===== src/hdl/mwc_ram.sv =====
// ----------------------------------------------------------------------------
// mwc_ram
// single write port, single read port memory with registered read data
// ----------------------------------------------------------------------------
module mwc_ram #(
  parameter int unsigned DEPTH = 64,
  parameter int unsigned WIDTH = 8,
  parameter int unsigned ABITS = $clog2(DEPTH)
) (
  input  logic             clk_i,
  input  logic             we_i,
  input  logic [ABITS-1:0] waddr_i,
  input  logic [WIDTH-1:0] wdata_i,
  input  logic             re_i,
  input  logic [ABITS-1:0] raddr_i,
  output logic [WIDTH-1:0] rdata_o
);

  logic [WIDTH-1:0] mem [DEPTH];
  logic [WIDTH-1:0] rdata_q;

  always_ff @(posedge clk_i) begin
    if (we_i) begin
      mem[waddr_i] <= wdata_i;
    end
  end

  always_ff @(posedge clk_i) begin
    if (re_i) begin
      rdata_q <= mem[raddr_i];
    end
  end

  assign rdata_o = rdata_q;

endmodule


===== config.mk =====
export PLATFORM = sky130hd
export DESIGN_NAME = mwc_ram
export DESIGN_NICKNAME = d
export VERILOG_FILES = /design/src/hdl/mwc_ram.sv
export SDC_FILE = /design/constraint.sdc
export NUM_CORES = 1
export LEC_CHECK = 0
export ABC_AREA = 1
export BUFFER_PORTS_ARGS = -buffer_cell sky130_fd_sc_hd__buf_2
export CELL_PAD_IN_SITES_DETAIL_PLACEMENT = 1
export CELL_PAD_IN_SITES_GLOBAL_PLACEMENT = 1
export CORE_ASPECT_RATIO = 1.1
export CORE_MARGIN = 5
export CORE_UTILIZATION = 51
export DETAILED_ROUTE_END_ITERATION = 8
export PLACE_DENSITY_LB_ADDON = 0.1
export SYNTH_ARGS = -nofsm -noshare
export SYNTH_HDL_FRONTEND = slang
export SYNTH_SLANG_ARGS = --single-unit

===== constraint.sdc =====
create_clock -name clk_i -period 2.7 [get_ports clk_i]
set_input_delay 0.405 -clock clk_i [delete_from_list [all_inputs] [get_ports clk_i]]
set_output_delay 0.405 -clock clk_i [all_outputs]
set_load 0.1 [all_outputs]

==> results of run 1 <==
layer usage:
| metal | GRT usage [%] | vias up |
|---|---|---|
| met5 | 0 | - |
| met4 | 8.04 | 8 |
| met3 | 4.23 | 120 |
| met2 | 44.0 | 401 |
| met1 | 35.7 | 7335 |
| li1 | - | 6524 |
metrics by stage:
step           cell area [um^2]  power [W]  worst slack [ps]  hold WS, ps  utilization (%)
4_1_cts                   24100     0.0171               698         47.6             58.2
3_5_place_dp              22500     0.0103               382          667             54.3
3_3_place_gp              22500     0.0103               357          659             54.3
2_1_floorplan             21400    0.00985               529          504                -
5_1_grt                   24100     0.0176               706         61.6             58.2
6_report                  24100     0.0170               727         69.1             58.2
power by group through the flow:
stage	clock network (W)	logic [W]	registers, W
2_1_floorplan	0	0.000628	0.00922
3_3_place_gp	0	0.00115	0.00915
3_5_place_dp	0	0.00118	0.00915
4_1_cts	0.00698	0.00119	0.00898
5_1_grt	0.00735	0.00128	0.00898
6_report	0.00688	0.00118	0.00898
cell usage after synthesis:
cell type | count | area share [%]
buf_8 | 2 | 0.14
buf_4 | 14 | 0.49
nand4_1 | 9 | 0.26
nand3_1 | 439 | 10
inv_2 | 1 | 0.018
inv_1 | 10 | 0.18
buf_1 | 10 | 0.18
edfxtp_1 | 520 | 73
buf_2 | 37 | 0.86
inv_6 | 1 | 0.041
nor4_1 | 8 | 0.23
nor2_1 | 56 | 0.98
nand2_1 | 648 | 11
clkbuf_1 | 15 | 0.26
buf_6 | 35 | 1.8
state kept, by name, summed over array words and instances, names as in the netlist:
register	flops
mem	512
rdata_o	8
kinds of logic after synthesis:
logic type	synth area share, %
buf+inv	4.01
flops	72.9
simple gates	23.1
area by class of cell:
type                       instances  area share [%]
tap                              560            2.91
inverter                          12           0.229
clock buffer                      60            5.62
sequential                       520            64.9
multi-input combinational       1160            20.5
clock inverter                    30           0.982
antenna                            2          0.0208
timing repair buffer             142            4.84
worst min-delay path by stage:
stage	startpoint	to	slack, ps	depth (start not counted)
4_1_cts	wdata_i[3]	mem[31][3]$_DFFE_PP_	50	1
5_1_grt	wdata_i[3]	mem[31][3]$_DFFE_PP_	60	1
3_3_place_gp	wdata_i[3]	mem[31][3]$_DFFE_PP_	660	1
6_report	wdata_i[3]	mem[31][3]$_DFFE_PP_	70	1
2_1_floorplan	wdata_i[0]	mem[0][0]$_DFFE_PP_	500	0
3_5_place_dp	wdata_i[3]	mem[31][3]$_DFFE_PP_	670	1
==> impl_metrics.ini, run 1 <==
[power_and_ir_drop]
cell_internal_pwr_w = 0.0132
netSwitchingFraction_pct = 22.7
p_comb_share_pct = 6.9
p_sw_w = 0.00387
peakVddDrop_mv = 0.542
power.density_nw_per_um2 = 708
p_seq_share_pct = 52.7
leakage_nw = 8.80
power_frac_clock_pct = 40.4

[layout]
drive_gt1_share_pct = 11.1
fillers = 4245
final_cell_mix = nand2_1 (648), edfxtp_1 (520), nand3_1 (439), buf_4 (100), nor2_1 (56)
area_growth_syn_to_layout_pct = 12.4
final_cells = 2486
multiInputGateArea_um2 = 4950
final_common_cell = nand2_1
nNetsFinal = 1911
regArea_um2 = 15600

[global_route]
antenna_found_initial = 6
grt_first_pass_wirelength_mm = 91.0
grt_pass1_vias = 14888
grt_max_degree = 107
grt-ovfl-total = 0
gr-usage-all-layers_pct = 26.3

[synthesis]
synth-seq-cells = 520
synth.distinct_cells = 15
synth_nets = 1828
syn_inst = 1805
synth_area_per_cell_um2 = 11.9
yosysWarnings = 0
syn-cell-area_um2 = 21400
seq_area_frac_synth_pct = 72.9

[sta]
skew_ps = 16.1
finalMaxSlewViolations = 0
finalCritPeriodShare_pct = 73.1
rsz0062_at_grt = false
hold_viol_final = 0
fmax_mhz = 507
finalSetupViolCount = 0
worst_pin_slew_ps = 805
fin_crit_ps = 1970
slew_headroom_pct = 46.3
tns_ps = 0

[setup_path]
path_buf_inv = 1
cp.required_ps = 2300
crit_arrival_ps = 1570
cp-startpoint = rdata_o[1]$_DFFE_PP_
worstSetupStartpointType = register
slowest_delay_ps = 490
cp_cell_sequence = buf_2
endpoint_kind = output pin
critical_path_class = register to output pin
slowest_stage = edfxtp_1
critical_path.endpoint = rdata_o[1]
cp_num_cells = 1
critical_path.top_delay_family = flip-flops
ff2ff_path_depth = 8
r2r_setup_slack_ps = 1080
crit_fanout = 1
reg2reg_from = mem[27][6]$_DFFE_PP_
timing.rr.end = rdata_o[6]$_DFFE_PP_

[clock_tree]
cts_setup_buffers = 0
cts_hold_buf = 0
numCtsBuffers = 52
clock_sinks = 520
cts_resized = 0
cts.path.max_buffers = 3
clock_latency_ps = 590
cts_tree = yes
path_clk_slew_ps = 60
cts_root_buf = clkbuf_16
htree_levels = 2

[placed_design]
place_congestion = 0.841
placement.io_buffers = 30
placedCellCount = 2394
dp_hpwl_mm = 37.0

[floorplan]
die-area_um2 = 46200
core_area_um2 = 41400
die_height_um = 225
initial_utilization_pct = 51.8
rows = 78
die_width_um = 205
io_pins = 31

[detailed_routing]
remaining_drc_errors = 0
top_layer_used = met5
wire_per_inst_um = 24.3
drt-initial-drc-count = 1195
drtPass1Iterations = 5
routed_wl_mm = 60.4
dr_wl_met3_mm = 3.38
via_count = 14388
wl_met1_mm = 25.3
antenna_left = 0
wl_met2_mm = 30.0
vias_per_cell = 5.79

[outcome]
status = finished clean

[run]
cap_violations = 0

[hold_path]
holdCritPathClass = primary input to register
Note: power is estimated with default switching activity, not from simulation.
==> run 2: changes to the inputs <==
--- a/config.mk
+++ b/config.mk
@@ -11,7 +11,7 @@
 export CELL_PAD_IN_SITES_GLOBAL_PLACEMENT = 1
 export CORE_ASPECT_RATIO = 1.1
 export CORE_MARGIN = 5
-export CORE_UTILIZATION = 51
+export CORE_UTILIZATION = 46
 export DETAILED_ROUTE_END_ITERATION = 8
 export PLACE_DENSITY_LB_ADDON = 0.1
 export SYNTH_ARGS = -nofsm -noshare
==> constraint.sdc (replaced) <==
create_clock -name clk_i -period 1.7 [get_ports clk_i]
set_input_delay 0.255 -clock clk_i [delete_from_list [all_inputs] [get_ports clk_i]]
set_output_delay 0.255 -clock clk_i [all_outputs]
set_load 0.1 [all_outputs]
==> run 2 against run 1 <==
Via count is 0.15% higher. Global-route usage decreased by 2.0 points. Sequential cell count stayed put. Clock power increased by 70%. Non-clock buffer count is 54 higher. Die area grew 10%. Worst setup slack got worse by 670 ps. Critical path depth did not move. Sequential share of layout area fell by 2.4 points. Wire length up 3.6%.
==> impl_metrics.ini, run 2 (same netlist as run 1, synthesis figures left out) <==
[sta]
hold_viol_final = 0
hold_slack_ps = 48.0
skew_ps = 15.2
rsz0062_at_grt = false
finalSetupViolCount = 0
fin_crit_ps = 1650
worst_pin_slew_ps = 441
slew_headroom_pct = 70.6
finalCritPeriodShare_pct = 96.9
finalMaxSlewViolations = 0
fmax_mhz = 607

[clock_tree]
cts.path.max_buffers = 3
cts_root_buf = clkbuf_16
clock_latency_ps = 610
cts_tree = yes
cts_setup_buffers = 0
path_clk_slew_ps = 60
numCtsBuffers = 53
clock_sinks = 520
htree_levels = 2

[global_route]
grt-ovfl-total = 0
grt_pass1_vias = 15039
gr-usage-all-layers_pct = 24.3
grt_max_degree = 65
antenna_found_initial = 1
grt_first_pass_wirelength_mm = 93.2

[floorplan]
core_area_um2 = 46400
rows = 83
initial_utilization_pct = 46.1
io_pins = 31
die-area_um2 = 51000
die_height_um = 236
die_width_um = 216

[layout]
final_common_cell = nand2_1
nNetsFinal = 1966
diodes = 0
largest_register_ffs = 512
top_register = mem
fillers = 4789
final_area_um2 = 25000
final_cell_mix = nand2_1 (648), edfxtp_1 (520), nand3_1 (439), buf_4 (140), nor2_1 (56)
area_growth_syn_to_layout_pct = 16.7
drive_gt1_share_pct = 14.1

[setup_path]
slowest_stage = edfxtp_1
endpoint_kind = output pin
cp_num_cells = 1
ff2ff_path_depth = 8
worstSetupStartpointType = register
cp.required_ps = 1440
cp_cell_sequence = buf_4
crit_fanout = 1
critical_path_class = register to output pin
critical_path.top_delay_family = flip-flops
path_buf_inv = 1
crit_arrival_ps = 1390
slowest_delay_ps = 450

[outcome]
status = finished clean

[hold_path]
hold_depth = 1
holdCritPathClass = primary input to register

[detailed_routing]
remaining_drc_errors = 0
vias_per_cell = 5.59
wire_per_inst_um = 24.3
drtPass1Iterations = 5
antenna_left = 0
routed_wl_mm = 62.5
via_count = 14410
drt-initial-drc-count = 1232

[placed_design]
placement.io_buffers = 30
placed_area_um2 = 23200
place_congestion = 0.843
dp_hpwl_mm = 39.9

[power_and_ir_drop]
leakage_nw = 9.23
p_total_w = 0.0281
power.density_nw_per_um2 = 1120
peakVddDrop_mv = 0.917

[run]
cap_violations = 0
-- run 2: routing by layer --
metal  part of all wire, %  track usage, %
met5                     0               0
met4                   3.0            7.91
met3                   4.4            2.90
met2                    52            42.6
met1                    41            31.6
-- run 2: per-stage QoR --
step	setup slack, ps	setup TNS, ps	std cells	util [%]
finish	52.9	0	2579	53.9
global route	45.2	0	2579	53.9
detailed placement	-201	-1400	2483	50.1
CTS	24.4	0	2579	53.9
global placement	-192	-1210	2483	50.1
floorplan	-148	-33190	1805	-
-- run 2: path summary, 6_finish.rpt --
| check | from | to | slack, ps |
|---|---|---|---|
| max | rdata_o[1]$_DFFE_PP_ | rdata_o[1] | 50 |
| min | re_i | rdata_o[4]$_DFFE_PP_ | 50 |
| max reg2reg | mem[27][2]$_DFFE_PP_ | rdata_o[2]$_DFFE_PP_ | 220 |
| min reg2reg | mem[46][4]$_DFFE_PP_ | rdata_o[4]$_DFFE_PP_ | 900 |
-- run 2: layout make-up --
| type | count | area (um^2) | share of cell area, % |
|---|---|---|---|
| sequential | 520 | 15600 | 62.5 |
| multi-input combinational | 1160 | 5000 | 20.0 |
| timing repair buffer | 196 | 1850 | 7.39 |
| clock buffer | 68 | 1430 | 5.70 |
| tap | 595 | 744 | 2.98 |
| clock inverter | 28 | 308 | 1.23 |
| inverter | 12 | 52.6 | 0.210 |
-- run 2: where the power goes --
part	total, W	switching, W	internal (W)
clock network	0.0117	0.00476	0.00695
registers	0.0143	0.0000484	0.0142
logic	0.00209	0.00149	0.000598
-- run 2: what timing repair did --
action | in CTS | in global routing
endpoints found under the hold margin | 0 | 0
setup endpoints to repair | 8 | 0
hold buffers | 0 | 0
resized for setup | 10 | 0
